==> config.mk <==
export PLATFORM = sky130hd
export DESIGN_NAME = wave_file_header_parser_top
export DESIGN_NICKNAME = d
export VERILOG_FILES = /design/src/rtl/wfhp_pkg.sv /design/src/rtl/wfhp_in_stage.sv /design/src/rtl/wfhp_parser.sv /design/src/rtl/wfhp_out_stage.sv /design/src/rtl/wave_file_header_parser_top.sv
export SDC_FILE = /design/constraint.sdc
export NUM_CORES = 1
export LEC_CHECK = 0
export BUFFER_PORTS_ARGS = -buffer_cell sky130_fd_sc_hd__buf_2
export CORE_MARGIN = 2
export CORE_UTILIZATION = 48
export CTS_BUF_LIST = sky130_fd_sc_hd__clkbuf_2 sky130_fd_sc_hd__clkbuf_4 sky130_fd_sc_hd__clkbuf_8
export DETAILED_ROUTE_END_ITERATION = 10
export PLACE_DENSITY = 0.65
export RECOVER_POWER = 50
export SETUP_SLACK_MARGIN = 0.1
export SKIP_LAST_GASP = 1
export SYNTH_ARGS = -nofsm -noshare
export SYNTH_HDL_FRONTEND = slang
export SYNTH_SLANG_ARGS = --single-unit
==> constraint.sdc <==
create_clock -name clk -period 14.9 [get_ports clk]
set_clock_uncertainty 0.2 [all_clocks]
set_input_delay 0.745 -clock clk [delete_from_list [all_inputs] [get_ports clk]]
set_output_delay 0.745 -clock clk [all_outputs]
set_load 0.01 [all_outputs]
==> src/rtl/wfhp_pkg.sv <==
// ----------------------------------------------------------------------------
// wfhp_pkg
// Shared types and constants for the wave file header parser.
// ----------------------------------------------------------------------------
package wfhp_pkg;

  // little-endian tag words
  localparam logic [31:0] TAG_RIFF = 32'h4646_4952;
  localparam logic [31:0] TAG_WAVE = 32'h4556_4157;
  localparam logic [31:0] TAG_FMT  = 32'h2074_6D66;
  localparam logic [31:0] TAG_FACT = 32'h7463_6166;
  localparam logic [31:0] TAG_DATA = 32'h6174_6164;

  localparam logic [31:0] FMT_BASE_LEN = 32'd16;
  localparam logic [31:0] FMT_EXT_BASE = 32'd18;
  localparam logic [15:0] EXT_MIN_LEN  = 16'd8;

  localparam int OUT_TDATA_W = 288;

  // result status codes
  localparam logic [2:0] ST_OK       = 3'd0;
  localparam logic [2:0] ST_RIFF     = 3'd1;
  localparam logic [2:0] ST_WAVE_FMT = 3'd2;
  localparam logic [2:0] ST_FMT      = 3'd3;
  localparam logic [2:0] ST_FACT_TAG = 3'd4;
  localparam logic [2:0] ST_FACT     = 3'd5;
  localparam logic [2:0] ST_DATA_TAG = 3'd6;
  localparam logic [2:0] ST_SHORT    = 3'd7;

  typedef enum logic [11:0] {
    PH_IDLE     = 12'b0000_0000_0001,
    PH_RIFF     = 12'b0000_0000_0010,
    PH_FSIZE    = 12'b0000_0000_0100,
    PH_WAVE     = 12'b0000_0000_1000,
    PH_FMTID    = 12'b0000_0001_0000,
    PH_FMTSIZE  = 12'b0000_0010_0000,
    PH_FMT      = 12'b0000_0100_0000,
    PH_FACTID   = 12'b0000_1000_0000,
    PH_FACTSIZE = 12'b0001_0000_0000,
    PH_FACT     = 12'b0010_0000_0000,
    PH_DATAID   = 12'b0100_0000_0000,
    PH_DATASIZE = 12'b1000_0000_0000
  } phase_t;

  typedef struct packed {
    logic [7:0] data_byte;
    logic       first_byte;
    logic       last_byte;
  } in_item_t;

  typedef struct packed {
    logic [2:0]  status;
    logic [15:0] format_tag;
    logic [15:0] channel_count;
    logic [31:0] sample_rate;
    logic [31:0] byte_rate;
    logic [15:0] block_align;
    logic [15:0] bits_per_sample;
    logic [31:0] channel_mask;
    logic [31:0] fact_sample_count;
    logic [31:0] data_size;
    logic [31:0] data_offset;
    logic [31:0] file_size;
  } result_t;

endpackage

==> src/rtl/wfhp_in_stage.sv <==
// ----------------------------------------------------------------------------
// wfhp_in_stage
// Input register for the header byte stream.
// ----------------------------------------------------------------------------
module wfhp_in_stage (
  input  logic               clk,
  input  logic               rst,
  input  logic               in_valid,
  output logic               in_ready,
  input  wfhp_pkg::in_item_t in_item,
  input  logic               take,
  output logic               held_valid,
  output wfhp_pkg::in_item_t held_item
);
  import wfhp_pkg::*;

  assign in_ready = !held_valid || take;

  always_ff @(posedge clk) begin
    if (rst) begin
      held_valid <= 1'b0;
    end else if (in_valid && in_ready) begin
      held_valid <= 1'b1;
    end else if (take) begin
      held_valid <= 1'b0;
    end
  end

  always_ff @(posedge clk) begin
    if (in_valid && in_ready) begin
      held_item <= in_item;
    end
  end

endmodule

==> src/rtl/wfhp_parser.sv <==
// ----------------------------------------------------------------------------
// wfhp_parser
// Parser state and per-byte next-state logic; flags a result when one is due.
// ----------------------------------------------------------------------------
module wfhp_parser (
  input  logic               clk,
  input  logic               rst,
  input  logic               step,
  input  wfhp_pkg::in_item_t item,
  output logic               res_valid,
  output wfhp_pkg::result_t  res
);
  import wfhp_pkg::*;

  phase_t      phase, phase_next, cur;
  logic [31:0] offset, offset_next;
  logic [31:0] chunk_left, chunk_left_next;
  logic [31:0] chunk_pos, chunk_pos_next;
  logic [23:0] asm_lo, asm_lo_next;
  logic [1:0]  byte_idx, byte_idx_next;
  logic [15:0] ext_len, ext_len_next;
  logic [15:0] format_code, format_code_next;
  logic [15:0] channels, channels_next;
  logic [31:0] sample_rate, sample_rate_next;
  logic [31:0] byte_rate, byte_rate_next;
  logic [15:0] block_align, block_align_next;
  logic [15:0] bits, bits_next;
  logic [15:0] valid_bits, valid_bits_next;
  logic [15:0] sub_format, sub_format_next;
  logic [31:0] mask, mask_next;
  logic [31:0] fact_count, fact_count_next;
  logic [31:0] file_size, file_size_next;
  logic        ext_ok, ext_ok_next;

  logic        active;
  logic [1:0]  eff_idx;
  logic [31:0] eff_off;
  logic [31:0] word;
  logic [31:0] pos_inc;
  logic        chunk_done;
  logic [15:0] cb;
  logic        fmt_bad;
  logic        have_st;
  logic [2:0]  st;
  logic [7:0]  b;

  always_ff @(posedge clk) begin
    if (rst) begin
      phase    <= PH_IDLE;
      offset   <= '0;
      byte_idx <= '0;
    end else begin
      phase    <= phase_next;
      offset   <= offset_next;
      byte_idx <= byte_idx_next;
    end
  end

  always_ff @(posedge clk) begin
    chunk_left  <= chunk_left_next;
    chunk_pos   <= chunk_pos_next;
    asm_lo      <= asm_lo_next;
    ext_len     <= ext_len_next;
    format_code <= format_code_next;
    channels    <= channels_next;
    sample_rate <= sample_rate_next;
    byte_rate   <= byte_rate_next;
    block_align <= block_align_next;
    bits        <= bits_next;
    valid_bits  <= valid_bits_next;
    sub_format  <= sub_format_next;
    mask        <= mask_next;
    fact_count  <= fact_count_next;
    file_size   <= file_size_next;
    ext_ok      <= ext_ok_next;
  end

  always_comb begin
    phase_next       = phase;
    offset_next      = offset;
    chunk_left_next  = chunk_left;
    chunk_pos_next   = chunk_pos;
    asm_lo_next      = asm_lo;
    byte_idx_next    = byte_idx;
    ext_len_next     = ext_len;
    format_code_next = format_code;
    channels_next    = channels;
    sample_rate_next = sample_rate;
    byte_rate_next   = byte_rate;
    block_align_next = block_align;
    bits_next        = bits;
    valid_bits_next  = valid_bits;
    sub_format_next  = sub_format;
    mask_next        = mask;
    fact_count_next  = fact_count;
    file_size_next   = file_size;
    ext_ok_next      = ext_ok;
    res_valid        = 1'b0;
    res              = '0;
    have_st          = 1'b0;
    st               = ST_OK;
    cb               = '0;
    fmt_bad          = 1'b0;

    b          = item.data_byte;
    active     = item.first_byte || (phase != PH_IDLE);
    cur        = item.first_byte ? PH_RIFF : phase;
    eff_idx    = item.first_byte ? 2'd0 : byte_idx;
    eff_off    = item.first_byte ? 32'd0 : offset;
    word       = {b, asm_lo};
    pos_inc    = chunk_pos + 32'd1;
    chunk_done = (chunk_left == 32'd1);

    if (step && active) begin
      phase_next  = cur;
      offset_next = eff_off + 32'd1;
      if (item.first_byte) begin
        fact_count_next = '0;
      end

      if (cur == PH_FMT || cur == PH_FACT) begin
        chunk_pos_next  = pos_inc;
        chunk_left_next = chunk_left - 32'd1;
        if (cur == PH_FMT) begin
          if (chunk_pos[31:5] == 27'd0) begin
            case (chunk_pos[4:0])
              5'd0:  format_code_next[7:0]  = b;
              5'd1:  format_code_next[15:8] = b;
              5'd2:  channels_next[7:0]     = b;
              5'd3:  channels_next[15:8]    = b;
              5'd4:  sample_rate_next[7:0]  = b;
              5'd5:  sample_rate_next[15:8] = b;
              5'd6:  sample_rate_next[23:16] = b;
              5'd7:  sample_rate_next[31:24] = b;
              5'd8:  byte_rate_next[7:0]    = b;
              5'd9:  byte_rate_next[15:8]   = b;
              5'd10: byte_rate_next[23:16]  = b;
              5'd11: byte_rate_next[31:24]  = b;
              5'd12: block_align_next[7:0]  = b;
              5'd13: block_align_next[15:8] = b;
              5'd14: bits_next[7:0]         = b;
              5'd15: bits_next[15:8]        = b;
              5'd16: ext_len_next[7:0]      = b;
              5'd17: ext_len_next[15:8]     = b;
              5'd18: valid_bits_next[7:0]   = b;
              5'd19: valid_bits_next[15:8]  = b;
              5'd20: mask_next[7:0]         = b;
              5'd21: mask_next[15:8]        = b;
              5'd22: mask_next[23:16]       = b;
              5'd23: mask_next[31:24]       = b;
              5'd24: sub_format_next[7:0]   = b;
              5'd25: sub_format_next[15:8]  = b;
              default: ;
            endcase
          end
          if (chunk_done) begin
            // closing checks use this byte's captures
            cb = (pos_inc >= FMT_EXT_BASE) ? ext_len_next : 16'd0;
            fmt_bad = (pos_inc < FMT_BASE_LEN) || (pos_inc == FMT_BASE_LEN + 32'd1) ||
                      ((cb != 16'd0) &&
                       ((cb < EXT_MIN_LEN) || ({16'd0, cb} > pos_inc - FMT_EXT_BASE)));
            ext_ok_next = (cb != 16'd0);
            if (fmt_bad) begin
              have_st = 1'b1;
              st      = ST_FMT;
            end else begin
              phase_next = PH_FACTID;
            end
          end
        end else begin
          if (chunk_pos[31:2] == 30'd0) begin
            fact_count_next[{chunk_pos[1:0], 3'b000} +: 8] = b;
          end
          if (chunk_done) begin
            if (pos_inc < 32'd4) begin
              have_st = 1'b1;
              st      = ST_FACT;
            end else begin
              phase_next = PH_DATAID;
            end
          end
        end
      end else begin
        byte_idx_next = eff_idx + 2'd1;
        case (eff_idx)
          2'd0:    asm_lo_next[7:0]   = b;
          2'd1:    asm_lo_next[15:8]  = b;
          2'd2:    asm_lo_next[23:16] = b;
          default: ;
        endcase
        if (eff_idx == 2'd3) begin
          case (cur)
            PH_RIFF: begin
              if (word == TAG_RIFF) phase_next = PH_FSIZE;
              else begin
                have_st = 1'b1;
                st      = ST_RIFF;
              end
            end
            PH_FSIZE: begin
              file_size_next = word;
              phase_next     = PH_WAVE;
            end
            PH_WAVE: begin
              if (word == TAG_WAVE) phase_next = PH_FMTID;
              else begin
                have_st = 1'b1;
                st      = ST_WAVE_FMT;
              end
            end
            PH_FMTID: begin
              if (word == TAG_FMT) phase_next = PH_FMTSIZE;
              else begin
                have_st = 1'b1;
                st      = ST_WAVE_FMT;
              end
            end
            PH_FMTSIZE: begin
              chunk_left_next = word;
              chunk_pos_next  = '0;
              ext_len_next    = '0;
              // an empty fmt chunk is always too short
              if (word == 32'd0) begin
                have_st = 1'b1;
                st      = ST_FMT;
              end else begin
                phase_next = PH_FMT;
              end
            end
            PH_FACTID: begin
              if (word == TAG_FACT) phase_next = PH_FACTSIZE;
              else if (word == TAG_DATA) phase_next = PH_DATASIZE;
              else begin
                have_st = 1'b1;
                st      = ST_FACT_TAG;
              end
            end
            PH_FACTSIZE: begin
              chunk_left_next = word;
              chunk_pos_next  = '0;
              if (word == 32'd0) begin
                have_st = 1'b1;
                st      = ST_FACT;
              end else begin
                phase_next = PH_FACT;
              end
            end
            PH_DATAID: begin
              if (word == TAG_DATA) phase_next = PH_DATASIZE;
              else begin
                have_st = 1'b1;
                st      = ST_DATA_TAG;
              end
            end
            PH_DATASIZE: begin
              have_st = 1'b1;
              st      = ST_OK;
            end
            default: begin
              phase_next = PH_IDLE;
            end
          endcase
        end
      end

      if (!have_st && item.last_byte) begin
        have_st = 1'b1;
        st      = ST_SHORT;
      end

      if (have_st) begin
        phase_next = PH_IDLE;
        res_valid  = 1'b1;
        res.status = st;
        if (st == ST_OK) begin
          res.format_tag        = ext_ok ? sub_format : format_code;
          res.channel_count     = channels;
          res.sample_rate       = sample_rate;
          res.byte_rate         = byte_rate;
          res.block_align       = block_align;
          res.bits_per_sample   = (ext_ok && bits == 16'd0) ? valid_bits : bits;
          res.channel_mask      = ext_ok ? mask : 32'd0;
          res.fact_sample_count = fact_count;
          res.data_size         = word;
          res.data_offset       = offset_next;
          res.file_size         = file_size;
        end
      end
    end
  end

endmodule

==> src/rtl/wfhp_out_stage.sv <==
// ----------------------------------------------------------------------------
// wfhp_out_stage
// Result register holding one parse result until the receiver takes it.
// ----------------------------------------------------------------------------
module wfhp_out_stage (
  input  logic              clk,
  input  logic              rst,
  input  logic              load,
  input  wfhp_pkg::result_t res_in,
  input  logic              out_ready,
  output logic              out_valid,
  output wfhp_pkg::result_t res_out
);
  import wfhp_pkg::*;

  always_ff @(posedge clk) begin
    if (rst) begin
      out_valid <= 1'b0;
    end else if (load) begin
      out_valid <= 1'b1;
    end else if (out_ready) begin
      out_valid <= 1'b0;
    end
  end

  always_ff @(posedge clk) begin
    if (load) begin
      res_out <= res_in;
    end
  end

endmodule

==> src/rtl/wave_file_header_parser_top.sv <==
// ----------------------------------------------------------------------------
// wave_file_header_parser_top
// Byte-serial RIFF/WAVE header parser with one result per parse.
// ----------------------------------------------------------------------------
// Usage:
//   Header bytes enter on the s_ channel, one byte per transfer. s_tuser set
//   restarts parsing at that byte; s_tlast marks the last byte supplied.
//   Bytes seen while no parse is running and s_tuser is low are dropped.
//   One result leaves on the m_ channel per parse: status on m_tuser, and the
//   captured header fields on m_tdata (all zero unless status is ok).
// Timing:
//   One byte per cycle sustained while no result waits on m_tready low. A
//   byte is parsed by the per-byte update logic while it sits in the input
//   register, and the result register loads at the next edge; m_tvalid
//   rises when that register holds the result of the byte that ends a parse.
// Reset:
//   rst clears the parser to idle and empties both registers.
// Stall:
//   While a result waits on m_tready low, the parser stops and the input
//   register holds one more byte; after that s_tready drops.
// ----------------------------------------------------------------------------
module wave_file_header_parser_top (
  input  logic         clk,
  input  logic         rst,
  input  logic         s_tvalid,
  output logic         s_tready,
  input  logic [7:0]   s_tdata,   // data_byte
  input  logic         s_tuser,   // first_byte
  input  logic         s_tlast,   // last_byte
  output logic         m_tvalid,
  input  logic         m_tready,
  output logic [wfhp_pkg::OUT_TDATA_W-1:0] m_tdata,
  // m_tdata from bit 0: format_tag, channel_count, sample_rate, byte_rate,
  // block_align, bits_per_sample, channel_mask, fact_sample_count,
  // data_size, data_offset, file_size
  output logic [2:0]   m_tuser    // status
);
  import wfhp_pkg::*;

  in_item_t s_item;
  in_item_t in_item;
  logic     in_valid;
  logic     proc_fire;
  logic     res_valid;
  result_t  res;
  result_t  res_q;

  assign s_item = {s_tdata, s_tuser, s_tlast};

  // parse only when the result register can take whatever this byte yields
  assign proc_fire = in_valid && (!m_tvalid || m_tready);

  wfhp_in_stage u_in (
    .clk        (clk),
    .rst        (rst),
    .in_valid   (s_tvalid),
    .in_ready   (s_tready),
    .in_item    (s_item),
    .take       (proc_fire),
    .held_valid (in_valid),
    .held_item  (in_item)
  );

  wfhp_parser u_parser (
    .clk       (clk),
    .rst       (rst),
    .step      (proc_fire),
    .item      (in_item),
    .res_valid (res_valid),
    .res       (res)
  );

  wfhp_out_stage u_out (
    .clk       (clk),
    .rst       (rst),
    .load      (res_valid),
    .res_in    (res),
    .out_ready (m_tready),
    .out_valid (m_tvalid),
    .res_out   (res_q)
  );

  assign m_tuser = res_q.status;
  assign m_tdata = {res_q.file_size, res_q.data_offset, res_q.data_size,
                    res_q.fact_sample_count, res_q.channel_mask,
                    res_q.bits_per_sample, res_q.block_align, res_q.byte_rate,
                    res_q.sample_rate, res_q.channel_count, res_q.format_tag};

`ifndef SYNTHESIS
  a_err_fields_zero: assert property (@(posedge clk) disable iff (rst)
    (m_tvalid && m_tuser != ST_OK) |-> (m_tdata == '0))
    else $error("error result carries nonzero fields");

  a_first_last_result: assert property (@(posedge clk) disable iff (rst)
    (proc_fire && in_item.first_byte && in_item.last_byte) |-> res_valid)
    else $error("single-byte header produced no result");

  a_result_needs_byte: assert property (@(posedge clk) disable iff (rst)
    res_valid |-> proc_fire)
    else $error("result raised without a consumed byte");
`endif

endmodule

# Yosys cells after proc, flatten, opt, wreduce, memory -nomap -nowiden
# Index checks and enable logic that the tools add are counted.
[word_totals]
inputBits = 14
output_inout_bits = 293
ff_bits = 710
[classes]
eq_ne = 48
n_mux = 85
bitwise = 1
shift = 2
reduce_logical = 65
n_lt_le_gt_ge = 5
add_sub_neg = 6
[op_table]
columns = ["cell", "count"]
rows = [
  ["32-bit two-way mux", 12],
  ["12-bit two-way mux", 16],
  ["16-bit two-way mux", 11],
  ["32-bit by 31-bit equality test with 1-bit output, second input constant", 4],
  ["5-bit AND reduction", 24],
  ["12-bit case mux with 9 select lines", 1],
  ["32-bit by 1-bit adder with 32-bit output, second input constant", 2],
  ["5-bit equality test, second input constant", 10],
  ["5-bit by 4-bit equality test with 1-bit output, second input constant", 8],
  ["3-bit two-way mux", 12],
  ["32-bit bitwise mux", 1],
  ["32-bit by 1-bit equality test with 1-bit output, second input constant", 1],
  ["32-bit by 30-bit equality test with 1-bit output, second input constant", 1],
  ["32-bit by 5-bit equality test with 1-bit output, second input constant", 1],
  ["32-bit by 5-bit greater-or-equal comparator with 1-bit output, second input constant", 1],
  ["16-bit by 32-bit > comparator with 1-bit output", 1],
  ["32-bit logical NOT", 1],
  ["32-bit by 3-bit < comparator with 1-bit output, second input constant", 1],
  ["32-bit by 5-bit < comparator with 1-bit output, second input constant", 1],
  ["8-bit by 7-bit variable shift with 32-bit output, first input constant", 1],
  ["8-bit by 7-bit indexed part select with 32-bit output", 1],
  ["32-bit by 1-bit subtractor with 32-bit output, second input constant", 1],
  ["32-bit by 5-bit subtractor with 32-bit output, second input constant", 1],
  ["30-bit logical NOT", 1],
  ["other kinds (41)", 98],
]

# Longest topological paths before layout
[logic_depth]
ltp_word = 23
ltp_mapped = 24
mapped_depth_nobuf = 20

# Hierarchy
# From an unflattened synthesis, not the netlist that was laid out.
[hier_totals]
hier_cells = 2304
hier_area_um2 = 30282.8
[modules_own_cells]
columns = ["module", "area_per_inst_um2", "cells_per_inst", "seq_area_each_um2", "n_inst"]
rows = [
  ["wfhp_parser", 21139.0, 1992, 11761.3, 1],
  ["wfhp_out_stage", 8777.2, 295, 8758.4, 1],
  ["wfhp_in_stage", 355.3, 15, 320.3, 1],
  ["wave_file_header_parser_top", 11.3, 2, 0.0, 1],
]

# Least setup slack after synthesis
# Ideal clock, no wire load.
[synth_timing]
kind = "register to register"
start = "reg u_parser.chunk_pos[0]"
end = "reg u_out.res_out[288] (netlist bit), data pin"
t_arrival_ns = 9.923
setup_ns = 0.172
stages_incl_launch_ff = 23
path_slack_ns = 4.605
path_buffers = 3
synth_period_minus_slack_ns = 10.295
path_cell_list = "edfxtp_1 > ha_1 > buf_4 > nand4_2 > nor4_1 > a21oi_1 > or4b_1 > nand4bb_1 > nor3_1 > and3_1 > clkbuf_1 > clkbuf_1 > nor2_1 > ha_1 > nand4_1 > a211oi_1 > a221oi_1 > o21ai_0 > nand4_1 > a2111oi_0 > nand4_2 > a21oi_4 > and2_1"
[synth_between]
elab_chain_len = 21
word_cells_on_any_way = 42
classes_between = "2 x add/sub; 5 x order compare; 3 x eq/ne; 24 x mux; 8 x reduce/logical"
[synth_lines]
columns = ["item", "line_no", "text"]
rows = [
  ["start: declaration", "wfhp_parser.sv:18", "logic [31:0] chunk_pos, chunk_pos_next;"],
  ["start signal: assignment", "wfhp_parser.sv:61", "chunk_pos <= chunk_pos_next;"],
  ["parallel branches: the longest is 21 deep, another holds 32-bit by 1-bit adder with 32-bit output", "n/a", ""],
  ["end signal: assignment", "wfhp_out_stage.sv:28", "res_out <= res_in;"],
  ["end: declaration", "wfhp_out_stage.sv:12", "output wfhp_pkg::result_t res_out"],
]
# Parallel ways; which one is timed is not known. The select of a mux whose other input is x is not followed.
# A chain may end at the register's enable or synchronous reset.

# Worst setup path after layout
[layout_timing]
start = "reg u_parser.chunk_pos[0]"
end = "reg u_out.res_out[239] (netlist bit) (enable)"
[layout_between]
elab_chain_len = 22
word_cells_on_any_way = 35
classes_between = "2 x add/sub; 5 x order compare; 3 x eq/ne; 18 x mux; 7 x reduce/logical"
[layout_lines]
columns = ["item", "line_no", "text"]
rows = [
  ["parallel branches: the longest is 13 deep, another holds 32-bit by 1-bit adder with 32-bit output", "n/a", ""],
  ["1-bit two-way mux *", "wfhp_parser.sv:124", "if (cur == PH_FMT) begin"],
  ["1-bit two-way mux *", "wfhp_parser.sv:121", "if (cur == PH_FMT || cur == PH_FACT) begin"],
  ["1-bit two-way mux *", "wfhp_parser.sv:114", "if (step && active) begin"],
  ["1-bit logical NOT", "wfhp_parser.sv:266", "if (!have_st && item.last_byte) begin"],
  ["1-bit logical AND", "wfhp_parser.sv:266", ""],
  ["1-bit two-way mux *", "wfhp_parser.sv:266", ""],
  ["1-bit two-way mux *", "wfhp_parser.sv:114", ""],
  ["1-bit two-way mux *", "wfhp_parser.sv:271", "if (have_st) begin"],
  ["1-bit two-way mux *", "wfhp_parser.sv:114", ""],
  ["named net res_valid", "wave_file_header_parser_top.sv:44", "logic res_valid;"],
]
# Mark *: on every way through the listed nets, which the timed path passes. The select of a mux whose other input is x is not followed.

==> metrics.md <==
| Metric | Value |
|---|---|
| Outcome | `finished with violations` |
| Failing checks | `capacitance limit, slew limit` |
| Yosys top cell area share | `65.7%` |
| Post-Place Cells | `3376` |
| EDFF count, synth | `662` |
| Pin count of the biggest net entering global routing | `172` |
| Worst setup EP type | `register` |
| Finished Layout Cells | `3578` |
| Via density | `5.52` |
| Worst EP required | `15.00 ns` |
| # H-tree levels | `3` |
| Placer Congestion | `0.902` |
| Worst Setup Path Type | `reg -> reg` |
| Clk slew on worst S/H paths | `0.07 ns` |
| Resize count post-CTS | `0` |
| Starting Density | `48.3%` |
| Total GRT Usage | `22.5%` |
| Crit start category | `register` |
| CP max FO | `78` |
| Static Leak | `11.2 nW` |
| Top cells by area, synth | `edfxtp_1, and2_1, dfxtp_1, nor2_1, nand2_1` |
| Power density over the cells | `114 mW/mm2` |
| Syn Nets | `2363` |
| Routed WL per cell | `21.0 um` |
| Syn Std Cell Area | `0.0303 mm2` |
| Root buffer cell | `clkbuf_8` |
| Setup WS pre-CTS | `6.78 ns` |
| Layout cell share with drive strength beyond 1 | `8.35%` |
| Vias | `19747` |
| GRT overflow | `0` |
| Hold Path End | `u_in.held_valid` |
| Top-count cell post-synth | `edfxtp_1` |
| IO Port Bufs | `306` |
| Die height | `255 um` |
| WL met3 | `4820 um` |
| Initial antenna violation count | `0` |
| Core area | `0.0627 mm2` |
| Distinct cells, synth | `87` |
| Seq cells post-synth | `710` |
| YS warnings | `0` |
| CTS tree | `yes` |
| Seq pwr share | `56.7%` |
| Area occupied by multi-input gates | `0.00877 mm2` |
| Clk Latency, worst-skew pair | `0.71 ns` |
| F_max | `0.122 GHz` |
| Net switching power | `0.818 mW` |
| Post-route cell area | `0.0344 mm2` |
| Final Cycle Share | `55.2%` |
| R2r endpoint | `u_out.res_out[239]` |
| Register area share after synthesis | `68.8%` |
| I/O pin total | `307` |
| Setup WS post-layout | `6.67 ns` |
| Cells after Synth | `2317` |
| DRC | `0` |
| Worst R2R Path Depth | `20` |
| Commonest cells post-synth | `edfxtp_1, nor2_1, and2_1` |
| Final Hold Viols | `0` |
| Slew @ Worst Pin | `4.34 ns` |
| Met2 WL | `35700 um` |
| Maximum vdd drop | `0.0604 mV` |
| Setup TNS Final | `0 ns` |
| Vias in the first global route | `18655` |
| Antenna Violating Nets Remaining | `0` |
| HPWL Detailed | `48600 um` |
| Area after DPL | `0.0326 mm2` |
| Combinational power share | `2.6%` |
| Antenna diodes | `0` |
| Seq. cell area | `0.0208 mm2` |
| Async SR Flop Fraction | `0%` |
| Internal power | `3.09 mW` |
| Critical R2R Launch | `u_parser.chunk_pos[0]` |
| M1 wire length | `33000 um` |
| HP Class | `in -> reg` |
| Layout Utilization | `54.8%` |
| Nets@finish | `2699` |
| R2R setup slack | `6.67 ns` |
| Hold path start | `s_tvalid` |
| Iteration-0 DRC count of the detailed router | `1609` |
| Dominant synthesized flop cell | `edfxtp_1` |
| Fillers | `5310` |
| Switch share | `20.9%` |
| Area leader, netlist | `edfxtp_1` |
| Top routing layer used | `met4` |
| Clk buf depth | `3` |
| CP startpoint | `u_parser.chunk_pos[0]` |
| Wirelength, routed | `75300 um` |
| Avg Synthesized Cell Area | `13.1 um2` |
| Fin Hold WS | `0.123 ns` |
| Clock network power share | `40.8%` |
| Hold Path Cell Cnt | `3` |
| Post-CTS setup buffer count | `0` |
| Final slew viol count | `650` |
| Overall power | `3.91 mW` |
| MaxCap Viol Count | `14` |
| RSZ-0062 raised after global routing | `no` |
| TritonCTS Buffers | `111` |
| Die area | `0.0651 mm2` |
| FP Rows | `92` |
| Drt first pass iters | `5` |
| Min Tclk post-route | `8.23 ns` |
| First-pass GRT wire length | `111000 um` |
| Layout area overhead | `13.6%` |
| Die width | `255 um` |
| Critical Path AT | `8.33 ns` |
| Final setup viols | `0` |
| Slew margin rel. | `-189%` |
| Clk sinks | `710` |
| Hold buffers post-CTS | `10` |
worst max-delay path: stages (launching register included):
cell and delay (ns):
edfxtp_1 0.62, ha_1 0.49, nand4_2 0.38, nor4_1 0.46, a21oi_1 0.16, or4b_1 0.65
nand4bb_1 0.30, nor3_1 0.24, and3_1 0.58, nor2_1 0.11, ha_1 0.33, nand4_1 0.15
a211oi_1 0.26, a221oi_1 0.10, o21ai_0 0.13, nand4_1 0.14, a2111oi_0 0.47, nand4_2 0.29
a21oi_4 0.24, buf_4 0.57, buf_4 0.85
registers in the layout, indices dropped and copies added (netlist names), 24 cells and up:
| register | cells |
|---|---|
| u_parser.asm_lo | 24 |
| u_out.res_out | 291 |
| u_parser.sample_rate | 32 |
| u_parser.chunk_left | 32 |
| u_parser.fact_count | 32 |
| u_parser.file_size | 32 |
| u_parser.mask | 32 |
| u_parser.byte_rate | 32 |
| u_parser.offset | 32 |
| u_parser.chunk_pos | 32 |
routing by layer:
layer / global-route usage (%) / vias up
met5: 0 / -
met4: 7.89 / 0
met3: 3.56 / 113
met2: 36.4 / 725
met1: 31.0 / 9699
li1: - / 9210
power by group through the flow:
stage | sequential, mW | clock [mW] | combinational, mW
after floorplan | 2.27 | 0 | 0.0339
after detailed placement | 2.25 | 0 | 0.106
final | 2.22 | 1.59 | 0.101
after global routing | 2.22 | 1.71 | 0.109
after CTS | 2.21 | 1.63 | 0.109
after global placement | 2.25 | 0 | 0.105
logic make-up (layout without fill, tap and decap cells):
logic type / count (synthesis) / after routing / share of synthesized area (%)
xor gates and xnor gates: 99 / 99 / 2.86
adders and majority gates: 32 / 32 / 1.32
DFF: 710 / 710 / 68.8
buffers and inverters: 157 / 572 / 2.25
and+or+nand+nor: 985 / 985 / 17.3
muxes: 44 / 44 / 1.46
AOI/OAI and AO/OA: 290 / 290 / 5.92
cell type report:
type | instances | share of cell area, %
flip-flops and latches | 710 | 60.6
multi-input cells | 1450 | 25.5
clock buffers | 157 | 5.56
repair buffers | 348 | 4.23
well taps | 846 | 3.08
clock inverters | 35 | 0.688
inverters | 32 | 0.349
cell usage in the layout, fill, tap and decap left out, types with 5 or more instances in the layout:
| master | Yosys | routed |
|---|---|---|
| clkbuf_4 | 0 | 40 |
| nand3_1 | 54 | 54 |
| o31ai_1 | 7 | 7 |
| nor3_1 | 63 | 64 |
| and3_1 | 61 | 61 |
| nor2b_1 | 28 | 28 |
| buf_4 | 7 | 14 |
| and4_1 | 7 | 7 |
| inv_1 | 31 | 30 |
| xnor2_1 | 54 | 54 |
| xor2_1 | 45 | 45 |
| buf_2 | 20 | 13 |
| o21ai_0 | 95 | 95 |
| clkinv_2 | 0 | 5 |
| a22o_1 | 16 | 16 |
| ha_1 | 32 | 32 |
| nand4_1 | 45 | 45 |
| nor4_2 | 4 | 5 |
| and2_1 | 207 | 205 |
| dfxtp_1 | 48 | 48 |
| nor2_1 | 248 | 248 |
| or3_1 | 22 | 22 |
| a21oi_1 | 83 | 82 |
| a211oi_1 | 10 | 10 |
| nor4_1 | 43 | 42 |
| a22oi_1 | 14 | 14 |
| mux2i_1 | 42 | 42 |
| a31oi_1 | 14 | 14 |
| dlygate4sd3_1 | 0 | 10 |
| clkbuf_8 | 0 | 117 |
| a21o_1 | 9 | 9 |
| clkinv_1 | 1 | 27 |
| clkbuf_1 | 74 | 310 |
| nand2_1 | 143 | 143 |
| nand2b_1 | 6 | 6 |
| edfxtp_1 | 662 | 662 |
| or4_1 | 8 | 7 |
worst max path at each step:
stage	to	slack [ns]	cells past startpoint
2_1_floorplan	u_out.res_out[288]	4.60	22
3_3_place_gp	u_out.res_out[234]	6.98	20
3_5_place_dp	u_out.res_out[232]	6.78	21
4_1_cts	u_out.res_out[239]	6.72	20
5_1_grt	u_out.res_out[239]	5.94	20
6_report	u_out.res_out[239]	6.67	20
(Power assumes the default switching activity.)
